`src/sas_pkg.sv`:
```
`timescale 1ns / 1ps
// ---------------------------------------------------------------------------
// sas_pkg
// Shared types and constants for the struct array serialiser.
// ---------------------------------------------------------------------------
package sas_pkg;

    // item function codes
    localparam logic FUNC_START = 1'b0;
    localparam logic FUNC_DATA  = 1'b1;

    // configuration register indexes
    localparam int unsigned CFG_INDEX_W = 8;
    localparam logic [CFG_INDEX_W-1:0] CFG_STRUCT_COUNT  = 8'd0;
    localparam logic [CFG_INDEX_W-1:0] CFG_FIELD_COUNT   = 8'd1;
    localparam logic [CFG_INDEX_W-1:0] CFG_FIELD_TYPES   = 8'd2;
    localparam logic [CFG_INDEX_W-1:0] CFG_LITTLE_ENDIAN = 8'd3;
    localparam int unsigned CFG_DATA_W = 64;

    // job: up to two header bytes plus eight type bytes
    localparam int unsigned JOB_BYTES  = 10;
    localparam int unsigned JOB_CNT_W  = 4;
    localparam int unsigned QUEUE_DEPTH = 4;

    typedef struct packed {
        logic       func;
        logic [7:0] data_byte;
    } sas_in_t;

    typedef struct packed {
        logic [7:0] out_byte;
        logic       last;
    } sas_out_t;

    // bytes are sent from index 0 upwards, count is at least one
    typedef struct packed {
        logic [JOB_BYTES-1:0][7:0] bytes;
        logic [JOB_CNT_W-1:0]      count;
    } sas_job_t;

endpackage

```
`src/sas_fifo.sv`:
```
`timescale 1ns / 1ps
// ---------------------------------------------------------------------------
// sas_fifo
// Short flop-based job queue between the front and back parts.
// ---------------------------------------------------------------------------
module sas_fifo #(
    parameter int unsigned DEPTH = 4
) (
    input  logic              clk,
    input  logic              rst_n,
    input  logic              push_valid,
    output logic              push_ready,
    input  sas_pkg::sas_job_t push_data,
    output logic              pop_valid,
    input  logic              pop_ready,
    output sas_pkg::sas_job_t pop_data
);
    import sas_pkg::*;

    localparam int unsigned PTR_W = (DEPTH > 1) ? $clog2(DEPTH) : 1;
    localparam int unsigned CNT_W = $clog2(DEPTH + 1);

    sas_job_t           entry_reg [DEPTH];
    logic [PTR_W-1:0]   wr_ptr_reg, wr_ptr_next;
    logic [PTR_W-1:0]   rd_ptr_reg, rd_ptr_next;
    logic [CNT_W-1:0]   count_reg, count_next;
    logic               do_push, do_pop;

    assign push_ready = (count_reg != CNT_W'(DEPTH));
    assign pop_valid  = (count_reg != '0);
    assign pop_data   = entry_reg[rd_ptr_reg];
    assign do_push    = push_valid && push_ready;
    assign do_pop     = pop_valid && pop_ready;

    // pointer and fill level update
    always_comb
    begin
        wr_ptr_next = wr_ptr_reg;
        rd_ptr_next = rd_ptr_reg;
        count_next  = count_reg;
        if (do_push)
        begin
            wr_ptr_next = (wr_ptr_reg == PTR_W'(DEPTH - 1)) ? '0 : wr_ptr_reg + 1'b1;
        end
        if (do_pop)
        begin
            rd_ptr_next = (rd_ptr_reg == PTR_W'(DEPTH - 1)) ? '0 : rd_ptr_reg + 1'b1;
        end
        if (do_push && !do_pop)
        begin
            count_next = count_reg + 1'b1;
        end
        else if (do_pop && !do_push)
        begin
            count_next = count_reg - 1'b1;
        end
    end

    always_ff @(posedge clk or negedge rst_n)
    begin
        if (!rst_n)
        begin
            wr_ptr_reg <= '0;
            rd_ptr_reg <= '0;
            count_reg  <= '0;
        end
        else
        begin
            wr_ptr_reg <= wr_ptr_next;
            rd_ptr_reg <= rd_ptr_next;
            count_reg  <= count_next;
        end
    end

    // payload storage
    always_ff @(posedge clk)
    begin
        if (do_push)
        begin
            entry_reg[wr_ptr_reg] <= push_data;
        end
    end

endmodule

```
`src/sas_front.sv`:
```
`timescale 1ns / 1ps
// ---------------------------------------------------------------------------
// sas_front
// Configuration registers, struct position tracking and job building.
// ---------------------------------------------------------------------------
module sas_front #(
    parameter int unsigned MAX_FIELDS = 32
) (
    input  logic                             clk,
    input  logic                             rst_n,
    input  logic                             cfg_valid,
    output logic                             cfg_ready,
    input  logic [sas_pkg::CFG_INDEX_W-1:0]  cfg_index,
    input  logic [sas_pkg::CFG_DATA_W-1:0]   cfg_data,
    input  logic                             item_valid,
    output logic                             item_ready,
    input  sas_pkg::sas_in_t                 item,
    output logic                             job_valid,
    input  logic                             job_ready,
    output sas_pkg::sas_job_t                job
);
    import sas_pkg::*;

    // configuration
    logic [7:0]  struct_count_reg;
    logic [5:0]  field_count_reg;
    logic [63:0] field_types_reg;
    logic        little_endian_reg;

    // walk state
    logic [8:0]  struct_offset_reg, struct_offset_next;
    logic [5:0]  field_position_reg, field_position_next;
    logic [2:0]  byte_in_field_reg, byte_in_field_next;
    logic [7:0]  structs_done_reg, structs_done_next;
    logic [7:0]  swap_buffer_reg [8];

    logic        accept;
    logic        has_job;
    logic        buf_write;
    logic [5:0]  n_eff;
    logic        active;
    logic [1:0]  cur_type;
    logic [2:0]  size_mask;
    logic [2:0]  struct_mask;
    logic        any1, any2, any3;
    logic        skipped;
    logic [7:0]  buf_view [8];
    logic [3:0]  nb;
    logic [7:0]  type_byte;

    assign cfg_ready  = 1'b1;
    assign item_ready = job_ready;
    assign accept     = item_valid && item_ready;
    assign job_valid  = item_valid && has_job;

    // effective field count, saturated
    assign n_eff  = (field_count_reg > 6'(MAX_FIELDS)) ? 6'(MAX_FIELDS) : field_count_reg;
    assign active = (n_eff != '0) && (structs_done_reg < struct_count_reg);

    // widest field type of the struct
    always_comb
    begin
        any1 = 1'b0;
        any2 = 1'b0;
        any3 = 1'b0;
        for (int j = 0; j < 32; j++)
        begin
            if (6'(j) < n_eff)
            begin
                any1 = any1 | (field_types_reg[2*j +: 2] == 2'd1);
                any2 = any2 | (field_types_reg[2*j +: 2] == 2'd2);
                any3 = any3 | (field_types_reg[2*j +: 2] == 2'd3);
            end
        end
        struct_mask = any3 ? 3'b111 : (any2 ? 3'b011 : (any1 ? 3'b001 : 3'b000));
    end

    // size of the current field as an alignment mask
    assign cur_type = field_types_reg[{field_position_reg[4:0], 1'b0} +: 2];
    always_comb
    begin
        case (cur_type)
            2'd0:    size_mask = 3'b000;
            2'd1:    size_mask = 3'b001;
            2'd2:    size_mask = 3'b011;
            default: size_mask = 3'b111;
        endcase
    end

    // swap buffer as it stands with the incoming byte
    always_comb
    begin
        for (int i = 0; i < 8; i++)
        begin
            buf_view[i] = (3'(i) == byte_in_field_reg) ? item.data_byte : swap_buffer_reg[i];
        end
    end

    // classify the item, build the job and the next walk state
    always_comb
    begin
        struct_offset_next  = struct_offset_reg;
        field_position_next = field_position_reg;
        byte_in_field_next  = byte_in_field_reg;
        structs_done_next   = structs_done_reg;
        has_job   = 1'b0;
        buf_write = 1'b0;
        skipped   = 1'b0;
        job       = '0;
        nb        = 4'(({1'b0, n_eff} + 7'd3) >> 2);
        type_byte = '0;
        if (item.func == FUNC_START)
        begin
            // header transfer
            struct_offset_next  = '0;
            field_position_next = '0;
            byte_in_field_next  = '0;
            structs_done_next   = '0;
            has_job      = 1'b1;
            job.bytes[0] = struct_count_reg;
            job.bytes[1] = {little_endian_reg, 1'b0, n_eff};
            for (int j = 0; j < 8; j++)
            begin
                type_byte = '0;
                for (int k = 0; k < 4; k++)
                begin
                    if (6'(4*j + k) < n_eff)
                    begin
                        type_byte[2*(3-k) +: 2] = field_types_reg[2*(4*j + k) +: 2];
                    end
                end
                job.bytes[2 + j] = type_byte;
            end
            job.count = nb + 4'd2;
        end
        else if (active)
        begin
            if (field_position_reg < n_eff)
            begin
                if ((byte_in_field_reg == '0) &&
                    ((struct_offset_reg[2:0] & size_mask) != '0))
                begin
                    // alignment padding before the field
                    struct_offset_next = struct_offset_reg + 1'b1;
                    skipped = 1'b1;
                end
                else
                begin
                    buf_write = 1'b1;
                    struct_offset_next = struct_offset_reg + 1'b1;
                    if (little_endian_reg)
                    begin
                        has_job      = 1'b1;
                        job.bytes[0] = item.data_byte;
                        job.count    = 4'd1;
                    end
                    if (byte_in_field_reg >= size_mask)
                    begin
                        // field complete: big endian sends it reversed
                        if (!little_endian_reg)
                        begin
                            has_job = 1'b1;
                            for (int i = 0; i < 8; i++)
                            begin
                                if (3'(i) <= byte_in_field_reg)
                                begin
                                    job.bytes[i] = buf_view[byte_in_field_reg - 3'(i)];
                                end
                            end
                            job.count = {1'b0, byte_in_field_reg} + 4'd1;
                        end
                        byte_in_field_next  = '0;
                        field_position_next = field_position_reg + 1'b1;
                    end
                    else
                    begin
                        byte_in_field_next = byte_in_field_reg + 1'b1;
                    end
                end
            end
            else
            begin
                // trailing struct padding
                struct_offset_next = struct_offset_reg + 1'b1;
            end
            if (!skipped && (field_position_next >= n_eff) &&
                ((struct_offset_next[2:0] & struct_mask) == '0))
            begin
                struct_offset_next  = '0;
                field_position_next = '0;
                byte_in_field_next  = '0;
                structs_done_next   = structs_done_reg + 1'b1;
            end
        end
    end

    // configuration and walk state registers
    always_ff @(posedge clk or negedge rst_n)
    begin
        if (!rst_n)
        begin
            struct_count_reg   <= '0;
            field_count_reg    <= 6'd1;
            field_types_reg    <= '0;
            little_endian_reg  <= 1'b0;
            struct_offset_reg  <= '0;
            field_position_reg <= '0;
            byte_in_field_reg  <= '0;
            structs_done_reg   <= '0;
        end
        else
        begin
            if (cfg_valid && cfg_ready)
            begin
                unique case (cfg_index)
                    CFG_STRUCT_COUNT:  struct_count_reg  <= cfg_data[7:0];
                    CFG_FIELD_COUNT:   field_count_reg   <= cfg_data[5:0];
                    CFG_FIELD_TYPES:   field_types_reg   <= cfg_data;
                    CFG_LITTLE_ENDIAN: little_endian_reg <= cfg_data[0];
                    default: ;
                endcase
            end
            if (accept)
            begin
                struct_offset_reg  <= struct_offset_next;
                field_position_reg <= field_position_next;
                byte_in_field_reg  <= byte_in_field_next;
                structs_done_reg   <= structs_done_next;
            end
        end
    end

    // field byte buffer
    always_ff @(posedge clk)
    begin
        if (accept && buf_write)
        begin
            swap_buffer_reg[byte_in_field_reg] <= item.data_byte;
        end
    end

endmodule

```
`src/sas_back.sv`:
```
`timescale 1ns / 1ps
// ---------------------------------------------------------------------------
// sas_back
// Walks the head job byte by byte into the registered result port.
// ---------------------------------------------------------------------------
module sas_back (
    input  logic              clk,
    input  logic              rst_n,
    input  logic              job_valid,
    output logic              job_ready,
    input  sas_pkg::sas_job_t job,
    output logic              result_valid,
    input  logic              result_ready,
    output sas_pkg::sas_out_t result
);
    import sas_pkg::*;

    logic [JOB_CNT_W-1:0] index_reg, index_next;
    logic                 valid_reg;
    sas_out_t             result_reg;
    logic                 load;
    logic                 final_byte;

    assign result_valid = valid_reg;
    assign result       = result_reg;
    assign load         = job_valid && (!valid_reg || result_ready);
    assign final_byte   = (index_reg == job.count - 4'd1);
    assign job_ready    = load && final_byte;
    assign index_next   = final_byte ? '0 : index_reg + 1'b1;

    // control: byte index and output valid
    always_ff @(posedge clk or negedge rst_n)
    begin
        if (!rst_n)
        begin
            index_reg <= '0;
            valid_reg <= 1'b0;
        end
        else
        begin
            if (load)
            begin
                index_reg <= index_next;
                valid_reg <= 1'b1;
            end
            else if (result_ready)
            begin
                valid_reg <= 1'b0;
            end
        end
    end

    // output payload
    always_ff @(posedge clk)
    begin
        if (load)
        begin
            result_reg.out_byte <= job.bytes[index_reg];
            result_reg.last     <= final_byte;
        end
    end

endmodule

```
`src/struct_array_serializer_core.sv`:
```
`timescale 1ns / 1ps
// ---------------------------------------------------------------------------
// struct_array_serializer_core
// Serialises a byte stream of aligned structs into a packed header plus data.
// ---------------------------------------------------------------------------
// Usage:
//   cfg channel: register writes (index, data), always ready; write only
//   while the block is idle.
//   item channel: func start emits the header (struct count, field count
//   with bit 7 for little endian, packed type codes); func data carries one
//   source byte, padding included.
//   result channel: one byte per transfer, last marks the final byte caused
//   by one item.
// Path: an item's job is written into the job queue, then loaded into the
//   result register, from which the first byte can transfer.
// Throughput: one item per cycle while the four-entry job queue has room;
//   the result port sends one byte per cycle while the receiver is ready;
//   a header is two to ten bytes and a big-endian field flush one to eight.
// Reset: position, struct counter and queue clear; registers take their
//   reset values (one field, byte types, big endian, zero structs).
// A stalled receiver holds the result register; the queue then fills and
//   item_ready drops until bytes drain.
// ---------------------------------------------------------------------------
module struct_array_serializer_core #(
    parameter int unsigned MAX_FIELDS = 32
) (
    input  logic                             clk,
    input  logic                             rst_n,
    input  logic                             cfg_valid,
    output logic                             cfg_ready,
    input  logic [sas_pkg::CFG_INDEX_W-1:0]  cfg_index,
    input  logic [sas_pkg::CFG_DATA_W-1:0]   cfg_data,
    input  logic                             item_valid,
    output logic                             item_ready,
    input  sas_pkg::sas_in_t                 item,
    output logic                             result_valid,
    input  logic                             result_ready,
    output sas_pkg::sas_out_t                result
);
    import sas_pkg::*;

    logic     push_valid, push_ready;
    sas_job_t push_job;
    logic     pop_valid, pop_ready;
    sas_job_t pop_job;

    // front: config, position tracking, job building
    sas_front #(
        .MAX_FIELDS (MAX_FIELDS)
    ) u_front (
        .clk        (clk),
        .rst_n      (rst_n),
        .cfg_valid  (cfg_valid),
        .cfg_ready  (cfg_ready),
        .cfg_index  (cfg_index),
        .cfg_data   (cfg_data),
        .item_valid (item_valid),
        .item_ready (item_ready),
        .item       (item),
        .job_valid  (push_valid),
        .job_ready  (push_ready),
        .job        (push_job)
    );

    // job queue
    sas_fifo #(
        .DEPTH (QUEUE_DEPTH)
    ) u_fifo (
        .clk        (clk),
        .rst_n      (rst_n),
        .push_valid (push_valid),
        .push_ready (push_ready),
        .push_data  (push_job),
        .pop_valid  (pop_valid),
        .pop_ready  (pop_ready),
        .pop_data   (pop_job)
    );

    // back: byte sequencing to the result port
    sas_back u_back (
        .clk          (clk),
        .rst_n        (rst_n),
        .job_valid    (pop_valid),
        .job_ready    (pop_ready),
        .job          (pop_job),
        .result_valid (result_valid),
        .result_ready (result_ready),
        .result       (result)
    );

endmodule

```
`config.mk`:
```
export PLATFORM = sky130hd
export DESIGN_NAME = struct_array_serializer_core
export DESIGN_NICKNAME = d
export VERILOG_FILES = /design/src/sas_pkg.sv /design/src/sas_fifo.sv /design/src/sas_front.sv /design/src/sas_back.sv /design/src/struct_array_serializer_core.sv
export SDC_FILE = /design/constraint.sdc
export NUM_CORES = 1
export LEC_CHECK = 0
export ABC_AREA = 1
export ABC_CLOCK_PERIOD_IN_PS = 15600
export BUFFER_PORTS_ARGS = -buffer_cell sky130_fd_sc_hd__clkbuf_2
export CAP_MARGIN = 30
export CORE_MARGIN = 2
export CORE_UTILIZATION = 40
export DETAILED_ROUTE_END_ITERATION = 16
export GPL_TIMING_DRIVEN = 0
export PLACE_DENSITY = 0.52
export SYNTH_ARGS = -nofsm -noshare
export SYNTH_HDL_FRONTEND = slang
export SYNTH_HIERARCHICAL = 1
export SYNTH_SLANG_ARGS = --single-unit
```
`constraint.sdc`:
```
create_clock -name clk -period 15.6 [get_ports clk]
set_input_delay 0.78 -clock clk [delete_from_list [all_inputs] [get_ports clk]]
set_output_delay 0.78 -clock clk [all_outputs]
set_load 0.005 [all_outputs]
```
Word level (Yosys, flattened, before mapping). Memory sizes are Yosys's and may differ from the RTL's. Cells that the tools add are included.

Flip-flop bits (word level): 126. Bits in writable memories: 400. Input port bits: 86. Output and inout bits: 12. Word-level logic and storage cells: 576. Memories kept: 2.

$add $sub $neg: 20. Magnitude comparators: 54. Equality and inequality tests: 116. Shifts and indexed selects: 1. Muxes and demuxes: 231. Bitwise logic cells: 103. Reduce and logical (&&, ||, !) cells: 34.

Memory list: u_fifo.entry_reg (words 4, bits a word 84, rd ports 1, clocked after memory_dff 0, write ports 1, RTL line sas_fifo.sv:23) `sas_job_t entry_reg [DEPTH];`; u_front.swap_buffer_reg (words 8, bits a word 8, rd ports 8, clocked after memory_dff 0, write ports 1, RTL line sas_front.sv:35) `logic [7:0] swap_buffer_reg [8];`.

Operators by type and width (count): 68-bit 2-to-1 mux (6); 8-bit 2-to-1 mux (36); 8-bit binary-select mux with 3-bit select (8); 2-bit equality test (second input constant) (67); 1-bit 2-to-1 mux (118); 5-bit by 6-bit < comparator with 1-bit output (first input constant) (16); 1-bit bitwise OR (93); 2-bit 2-to-1 mux (34); 2-bit by 1-bit equality test with 1-bit output (second input constant) (33); 64-bit by 7-bit indexed part select with 2-bit output (1); 6-bit 2-to-1 mux (9); 4-bit by 6-bit < comparator with 1-bit output (first input constant) (8); 9-bit 2-to-1 mux (5); 8-bit binary-select mux with 4-bit select (1); 4-bit >= comparator (second input constant) (8); 3-bit inverter with 4-bit output (8); 3-bit 2-to-1 mux (10); 3-bit by 6-bit < comparator with 1-bit output (first input constant) (4); 8-bit by 2-bit equality test with 1-bit output (second input constant) (2); 16-bit 2-to-1 mux (1); 1-bit logical AND (13); 3-bit equality test (first input constant) (4); 3-bit <= comparator (first input constant) (4); 1-bit by 6-bit < comparator with 1-bit output (first input constant) (2); 44 further kinds (68).

Longest topological paths before layout. Gate-level depths: netlist (run 1).

Depth after elaboration: 75. Mapped depth: 33. Depth with buffers taken out: 30.

Hierarchy. Netlist (run 1), hierarchy kept.

By module, submodules not included: sas_fifo (instances 1, cells each 1040, area an instance 14310.0 sq um, seq. area each 10264.8 sq um); sas_front (instances 1, cells each 1875, area an instance 12708.4 sq um, seq. area each 4400.5 sq um); sas_back (instances 1, cells each 247, area an instance 1430.1 sq um, seq. area each 395.4 sq um).

Least setup slack after synthesis (run 1). OpenSTA, ideal clock, no wires.

Path type: register to register. Start point: register u_front.field_position_reg[0]. End point: memory u_fifo/entry_reg[0][0] (netlist bit) (enable). Library setup time: 527 ps. Arrival time: 5849 ps. Data required time: 15073 ps. Path slack: 9224 ps. Stages on the path, launching flop included: 18. Path buffers: 2. Period minus slack after synthesis: 6376 ps. Cell sequence: dfrtp_1 > buf_4 > buf_2 > a21oi_1 > o21ai_0 > nand3_1 > nand3_1 > nand2_1 > nand2_1 > inv_1 > nand2_1 > ha_1 > nand3b_1 > nand3_1 > o21ai_0 > a21oi_1 > nand2_1 > nor2_1.

Longest elaborated chain between the ends: 14. Elaborated cells on any way between the ends: 19. Those cells by class: 2 x order compare; 2 x eq/ne; 1 x shift; 8 x mux; 1 x bitwise; 5 x reduce/logical.

RTL lines: from (decl) (RTL line sas_front.sv:32) `logic [5:0] field_position_reg, field_position_next;`; from (signal assigned) (RTL line sas_front.sv:226) `field_position_reg <= field_position_next;`; branches (longest 7 deep; another with 3-bit >= comparator); 1-bit 2-to-1 mux (*) (RTL line sas_front.sv:138) `if (field_position_reg < n_eff)`; 1-bit 2-to-1 mux (*) (RTL line sas_front.sv:136) `else if (active)`; 1-bit 2-to-1 mux (*) (RTL line sas_front.sv:112) `if (item.func == FUNC_START)`; 1-bit logical AND (*) (RTL line sas_front.sv:54) `assign job_valid = item_valid && has_job;`; named net push_valid (RTL line struct_array_serializer_core.sv:42) `logic push_valid, push_ready;`; 1-bit logical AND (*) (RTL line sas_fifo.sv:32) `assign do_push = push_valid && push_ready;`; 1-bit 2-to-1 mux (*) (RTL line sas_fifo.sv:78) `if (do_push)`; 1-bit 2-to-1 mux (not written as such) (*) (RTL line sas_fifo.sv:80) `entry_reg[wr_ptr_reg] <= push_data;`; to (decl) (RTL line sas_fifo.sv:23).

Mark *: on every way through the listed nets, which the timed path passes.

Final worst setup path (run 1).
Start point: register u_front.byte_in_field_reg[0]. End point: register u_front.structs_done_reg[0].

Longest elaborated chain between the ends: 11. Elaborated cells on any way between the ends: 18. Those cells by class: 2 x order compare; 1 x eq/ne; 9 x mux; 6 x reduce/logical.

RTL lines: from (decl) (RTL line sas_front.sv:33) `logic [2:0] byte_in_field_reg, byte_in_field_next;`; from (signal assigned) (RTL line sas_front.sv:227) `byte_in_field_reg <= byte_in_field_next;`; 3-bit >= comparator or 3-bit logical NOT (tied branches) (RTL line sas_front.sv:157, sas_front.sv:140); 6-bit 2-to-1 mux or 1-bit logical AND (tied branches) (RTL line sas_front.sv:157, sas_front.sv:140); 6-bit 2-to-1 mux or 1-bit 2-to-1 mux (tied branches) (RTL line sas_front.sv:140) `if ((byte_in_field_reg == '0) &&`; 6-bit 2-to-1 mux or 1-bit 2-to-1 mux (tied branches) (RTL line sas_front.sv:138); 6-bit 2-to-1 mux or 1-bit 2-to-1 mux (tied branches) (RTL line sas_front.sv:136); 6-bit 2-to-1 mux or 1-bit 2-to-1 mux (tied branches) (RTL line sas_front.sv:112); 6-bit >= comparator or 1-bit logical NOT (tied branches) (RTL line sas_front.sv:186) `if (!skipped && (field_position_next >= n_eff) &&`; 1-bit logical AND (*) (2 in series) (RTL line sas_front.sv:186); 2-bit by 1-bit inequality test with 1-bit output (no line) (*); 3-bit AND reduction (no line) (*); to (signal assigned) (RTL line sas_front.sv:228) `structs_done_reg <= structs_done_next;`; to (decl) (RTL line sas_front.sv:34) `logic [7:0] structs_done_reg, structs_done_next;`.

Every way passes the cells marked *; elsewhere a longest branch is shown, timed or not. The select of a mux whose other input is x is not followed. A chain may end at the register's enable or synchronous reset.

==> flow_summary.yaml, run 1 <==
layout:
  multi_input_area_sq_um: 10970
  drive_gt1_share_pct: 13.60
  area.sequential_sq_um: 15060
  num-fill-cells: 6774
  largest_register_ffs: 336
  design_area_sq_um: 32650
  nNetsFinal: 3488
  areaGrowthSynthToFinish_pct: 14.76
clock_network:
  clkTransAtPathRegs_ns: 0.06
  clock_path_buffers: 3
  cts_sinks: 520
  cts_resized: 0
  cts_max_level: 2
  ctsHoldBuffers: 0
  cts_tree: "done"
  root_buffer: "clkbuf_16"
  cts_setup_buffers: 0
  insertion_delay_ns: 0.65
  cts_buffers: 58
setup_path:
  setup.worst_path.end: "u_front/structs_done_reg[0]"
  criticalPathCategory: "reg2reg"
  cp.required_ns: 16.12
  rr_endpoint: "u_front/structs_done_reg[0]"
  crit_path_end_kind: "flop"
  critical_path_arrival_ns: 6.18
  crit-reg2reg-launch: "u_front/byte_in_field_reg[0]"
  rrSetupSlack_ns: 9.95
  startpoint_type: "flop"
  cp_max_fo: 13
  critPathLaunch: "u_front/byte_in_field_reg[0]"
  reg2regPathDepth: 25
pwr:
  peakVddDrop_uv: 87.79
  p_per_area_nw_per_um2: 173.9
  finalPower_w: 0.005679
  p_leak_nw: 13.63
drt:
  drt_iter0_markers: 2785
  vias: 24260
  vias_per_cell: 5.581
  routedWlPerCell_microns: 25.72
  first_pass_iters: 6
  drc_errors: 0
  wirelength_microns: 111800
  drtAntennaViolNets: 0
grt:
  first_global_vias: 23090
  grt-ovfl-total: 0
  grt_max_degree: 65
  grt_usage_pct: 30.23
  grt_pass1_wl_microns: 161400
  antenna_found_initial: 4
yosys:
  netlist_area_sq_um: 28450
  ys_ff_latch: 520
  syn_nets: 3293
  ys_seq_area_share_pct: 52.94
  syn_area_per_cell_sq_um: 8.997
  netlist_instances: 3162
  synth_flop_cell: "edfxtp_1"
  yosysUniqueCellTypes: 60
  synth_edf_count: 409
  yosys_warnings: 6
  async_flop_share_pct: 21.35
sta:
  hold_viol: 0
  setup_viol: 0
  final.period_utilization_pct: 36.24
  fin_crit_ns: 5.654
  rsz0062_at_grt: "false"
  slew_headroom_pct: 19.59
  tns_ns: 0
  fin_worst_skew_ns: 0.02458
  slew_viol_final: 0
  tightestPinTransition_ns: 1.196
  fmax_ghz: 0.1769
floorplan:
  die_y_microns: 270.7
  initial_core_util_pct: 40.48
  core_sq_um: 70270
  dieArea_sq_um: 73270
  die_w_microns: 270.7
  rows: 97
  io_pins: 98
place:
  hpwl_microns: 86700
  dpl_cell_area_sq_um: 30630
  portBuffers: 96
  routabilityCongestion: 0.9615
hold_path:
  hp-class: "in2async"
run:
  maxCapViolCount: 0
run_status:
  outcome: "complete, no violations"
[worst max-delay path, cell delays in order (launching register included)]
cell	delay, ns
dfrtp_1	0.41
buf_2	0.21
clkinv_1	0.14
clkbuf_1	0.44
buf_1	0.66
ha_1	0.27
nand2_1	0.25
inv_1	0.25
nand2_2	0.15
nand3_2	0.16
clkbuf_1	0.50
nand2_1	0.08
o21ai_0	0.13
inv_1	0.08
ha_1	0.27
a21boi_0	0.16
o21ai_0	0.09
a21boi_0	0.17
o21a_1	0.14
o21ai_0	0.08
nand2_1	0.08
nand3_2	0.15
nor2_4	0.20
nor2_4	0.07
nor2_1	0.25
o21ai_0	0.12
[metrics by stage]
step | hold slack (ns) | setup WS (ns) | cells | util (%)
3_5_place_dp | 0.4807 | 10.05 | 4231 | 43.59
3_3_place_gp | 0.4753 | 4.314 | 4198 | 42.84
5_1_grt | 0.1100 | 9.578 | 4345 | 46.46
6_report | 0.09667 | 9.946 | 4346 | 46.46
2_1_floorplan | 0.4530 | 9.224 | 3162 | -
4_1_cts | 0.09276 | 10.01 | 4339 | 46.40
[cells by family (layout without fill, tap and decap cells)]
kind of cell / Yosys count / in the layout / synth area share [%]
AOI/OAI and AO/OA: 670 / 670 / 15.43
xor gates and xnor gates: 15 / 15 / 0.4618
adders and majority gates: 45 / 45 / 2.006
buffers and inverters: 533 / 776 / 8.669
DFF: 520 / 520 / 52.94
muxes: 15 / 15 / 0.5893
other: 1 / 2 / 0.01318
and+or+nand+nor: 1363 / 1363 / 19.89
[cells in the mapped netlist (8+ instances only)]
cell      instances  area share (%)
a21oi_1          85             1.5
buf_1            11            0.15
buf_2            29            0.51
buf_4            23            0.61
buf_6            44             1.7
clkbuf_1         62            0.82
dfrtp_1         110             9.7
edfxtp_1        409              43
ha_1             44             1.9
inv_1           343             4.5
inv_2            16            0.21
mux2_2           14            0.55
nand2_1         846              11
nand2_2           8            0.18
nand3_1         174             3.1
nand3b_1         12            0.32
nand4_1          50             1.1
nor2_1          234             3.1
nor3_1           16            0.28
o211ai_1        119             3.1
o211ai_2         73             3.2
o21ai_0         274             4.8
o21ai_1          45            0.79
o22ai_1          20            0.44
o32ai_1          19            0.58
xor2_1            9            0.28
[layer usage]
| layer | track usage, % | share of wire (%) | vias to the layer above |
|---|---|---|---|
| li1 | - | - | 11190 |
| met1 | 42.92 | 45 | 11950 |
| met2 | 47.88 | 46 | 921 |
| met3 | 3.994 | 6.3 | 192 |
| met4 | 9.785 | 3.5 | 6 |
| met5 | 0 | 0.033 | - |
[how the worst min path moves through the flow]
stage / start / slack (ns) / end / cells after the start
3_5_place_dp: u_front/struct_count_reg[6] / 0.48 / u_front/struct_count_reg[6] / 2
6_report: rst_n / 0.1 / u_front/field_types_reg[49] / 1
4_1_cts: rst_n / 0.09 / u_front/field_types_reg[58] / 1
2_1_floorplan: u_front/struct_count_reg[1] / 0.45 / u_front/struct_count_reg[1] / 2
5_1_grt: rst_n / 0.11 / u_front/field_types_reg[49] / 1
3_3_place_gp: u_front/struct_count_reg[6] / 0.48 / u_front/struct_count_reg[6] / 2
[power by group]
group,switching [W],internal (W),total (W),leakage (nW)
Sequential,0.0000790,0.00167,0.00175,5.13
Clock,0.000585,0.000836,0.00142,0.951
Combinational,0.00175,0.000752,0.00250,7.56
[layout by cell type (no fill, tap or decap), types with 10 or more instances in the layout]
cell,netlist,layout
o211ai_1,119,119
o21ai_0,274,274
buf_2,29,40
dfrtp_1,110,110
o22ai_1,20,20
clkbuf_2,0,95
nor3_1,16,13
o21ai_1,45,45
o32ai_1,19,19
inv_1,343,343
nor2_1,234,230
clkbuf_1,62,78
nand3b_1,12,12
clkbuf_16,0,59
nand4_1,50,50
clkinv_2,1,10
edfxtp_1,409,409
nand2_1,846,846
o211ai_2,73,73
a21oi_1,85,85
buf_6,44,47
ha_1,44,44
nand3_1,174,174
inv_2,16,16
mux2_2,14,14
buf_1,11,11
buf_4,23,29
[final cells by class]
class | count | share of cell area (%)
flip-flops and latches | 520 | 46.13
multi-input cells | 2109 | 33.59
clock buffers | 80 | 4.917
inverters | 363 | 4.177
well taps | 940 | 3.602
plain buffers | 170 | 3.376
repair buffers | 135 | 3.058
clock inverters | 28 | 1.142
diodes | 1 | 0.007665
Power figures use the tool's default switching activity.
==> run 2: changes to the inputs <==
--- a/config.mk
+++ b/config.mk
@@ -6,7 +6,7 @@
 export NUM_CORES = 1
 export LEC_CHECK = 0
 export ABC_AREA = 1
-export ABC_CLOCK_PERIOD_IN_PS = 15600
+export ABC_CLOCK_PERIOD_IN_PS = 5800
 export BUFFER_PORTS_ARGS = -buffer_cell sky130_fd_sc_hd__clkbuf_2
 export CAP_MARGIN = 30
 export CORE_MARGIN = 2
==> constraint.sdc (replaced) <==
create_clock -name clk -period 5.8 [get_ports clk]
set_input_delay 0.29 -clock clk [delete_from_list [all_inputs] [get_ports clk]]
set_output_delay 0.29 -clock clk [all_outputs]
set_load 0.005 [all_outputs]
==> flow_summary.yaml, run 2 (same netlist as run 1, synthesis figures left out) <==
run_status:
  outcome: "complete, no violations"
setup_path:
  startpoint_type: "flop"
  criticalPathCategory: "reg2reg"
  critical_path_arrival_ns: 5.67
  cp_max_fo: 14
  cp.required_ns: 6.07
  crit_path_end_kind: "flop"
clock_network:
  cts_tree: "done"
  clock_path_buffers: 3
  cts_max_level: 2
  cts_sinks: 520
  clkTransAtPathRegs_ns: 0.06
  cts_buffers: 58
  root_buffer: "clkbuf_16"
  insertion_delay_ns: 0.65
floorplan:
  die_y_microns: 270.7
  dieArea_sq_um: 73270
  die_w_microns: 270.7
  core_sq_um: 70270
  rows: 97
  io_pins: 98
  initial_core_util_pct: 40.48
sta:
  tightestPinTransition_ns: 1.231
  slew_viol_final: 0
  tns_ns: 0
  whs_ns: 0.007740
  hold_viol: 0
  fin_worst_skew_ns: 0.02312
  fin_crit_ns: 5.395
  final.period_utilization_pct: 93.02
  rsz0062_at_grt: "false"
  setup_viol: 0
  slew_headroom_pct: 17.26
  fmax_ghz: 0.1854
drt:
  vias_per_cell: 5.552
  vias: 24540
  drtAntennaViolNets: 0
  drc_errors: 0
  first_pass_iters: 6
  wirelength_microns: 112800
  drt_iter0_markers: 2796
  routedWlPerCell_microns: 25.51
layout:
  final_cells: 4420
  final_common_cell: "nand2_1"
  areaGrowthSynthToFinish_pct: 17.38
  final_cell_mix: "nand2_1 (846), edfxtp_1 (409), inv_1 (343), o21ai_0 (274), nor2_1 (230)"
  drive_gt1_share_pct: 13.60
  largest_register_ffs: 336
  nNetsFinal: 3562
  design_area_sq_um: 33390
grt:
  grt_usage_pct: 30.51
  grt_max_degree: 65
  grt_pass1_wl_microns: 163000
  first_global_vias: 23430
  antenna_found_initial: 3
  grt-ovfl-total: 0
place:
  routabilityCongestion: 0.9615
  hpwl_microns: 86700
  dpl_cell_area_sq_um: 30630
  placed_cells: 4231
  portBuffers: 96
pwr:
  p_per_area_nw_per_um2: 459.1
  p_leak_nw: 13.96
  finalPower_w: 0.01533
  peakVddDrop_uv: 236.1
run:
  maxCapViolCount: 0
hold_path:
  hp-class: "in2reg"
==> run 2: changes by cell type in the layout (fill, tap and decap cells not counted), sizes merged <==
cell,delta
dlygate4sd3,+67
buf,+7
==> run 2: layout make-up <==
class | instances | area (sq um)
fill | 6709 | 36880
sequential | 520 | 15060
multi-input combinational | 2109 | 10970
timing repair buffer | 210 | 1742
clock buffer | 80 | 1605
inverter | 363 | 1364
tap | 940 | 1176
buffer | 169 | 1100
clock inverter | 28 | 372.9
antenna | 1 | 2.502
==> run 2: per-layer routing <==
| metal | part of all wire [%] | vias to the layer above | track usage (%) |
|---|---|---|---|
| li1 | - | 11340 | - |
| met1 | 44 | 11990 | 43.05 |
| met2 | 46 | 1023 | 48.50 |
| met3 | 6.6 | 189 | 3.976 |
| met4 | 3.7 | 2 | 10.24 |
| met5 | 0.0089 | - | 0 |
==> run 2: path summary, 6_finish.rpt <==
check	to	from	slack, ns	depth (start not counted)
worst max-delay path	u_fifo/entry_reg[0][27]	u_front/byte_in_field_reg[1]	0.40	14
worst min-delay path	u_front/field_count_reg[1]	cfg_data[1]	0.008	3
worst max register to register	u_fifo/entry_reg[0][27]	u_front/byte_in_field_reg[1]	0.40	14
worst min register to register	u_back/result_valid	u_back/result_valid	0.49	2
max in group asynchronous	u_front/structs_done_reg[7]	rst_n	4.93	3
min in group asynchronous	u_front/field_types_reg[49]	rst_n	0.17	2
==> run 2: stage by stage <==
step / utilization [%] / worst slack, ns
5_1_grt: 47.52 / 0.05880
2_1_floorplan: - / -0.5764
3_3_place_gp: 42.84 / -5.486
3_5_place_dp: 43.59 / 0.2539
4_1_cts: 47.36 / 0.2116
6_report: 47.52 / 0.4049
==> run 2: critical path, stage by stage (launching register included) <==
cell	delay (ns)
dfrtp_1	0.52
clkbuf_1	0.35
inv_1	0.12
clkbuf_1	0.32
ha_1	0.36
nand2_1	0.39
clkbuf_1	0.63
nand2_1	0.11
o211ai_1	0.11
o21ai_0	0.18
o21ai_0	0.57
inv_1	0.14
nand2_1	0.08
o21ai_0	0.08
o31ai_1	1.04
==> run 2: timing repair <==
item                                    4_1_cts  5_1_grt
buffers inserted                              0        8
hold buffers                                 67        0
endpoints found under the hold margin       142        0
endpoints found under the setup margin        0       81
gates resized for setup                       0        2
==> run 2: report_power, final <==
part,internal (W),switching (W)
clock,0.00225,0.00157
sequential,0.00450,0.000213
combinational,0.00206,0.00473
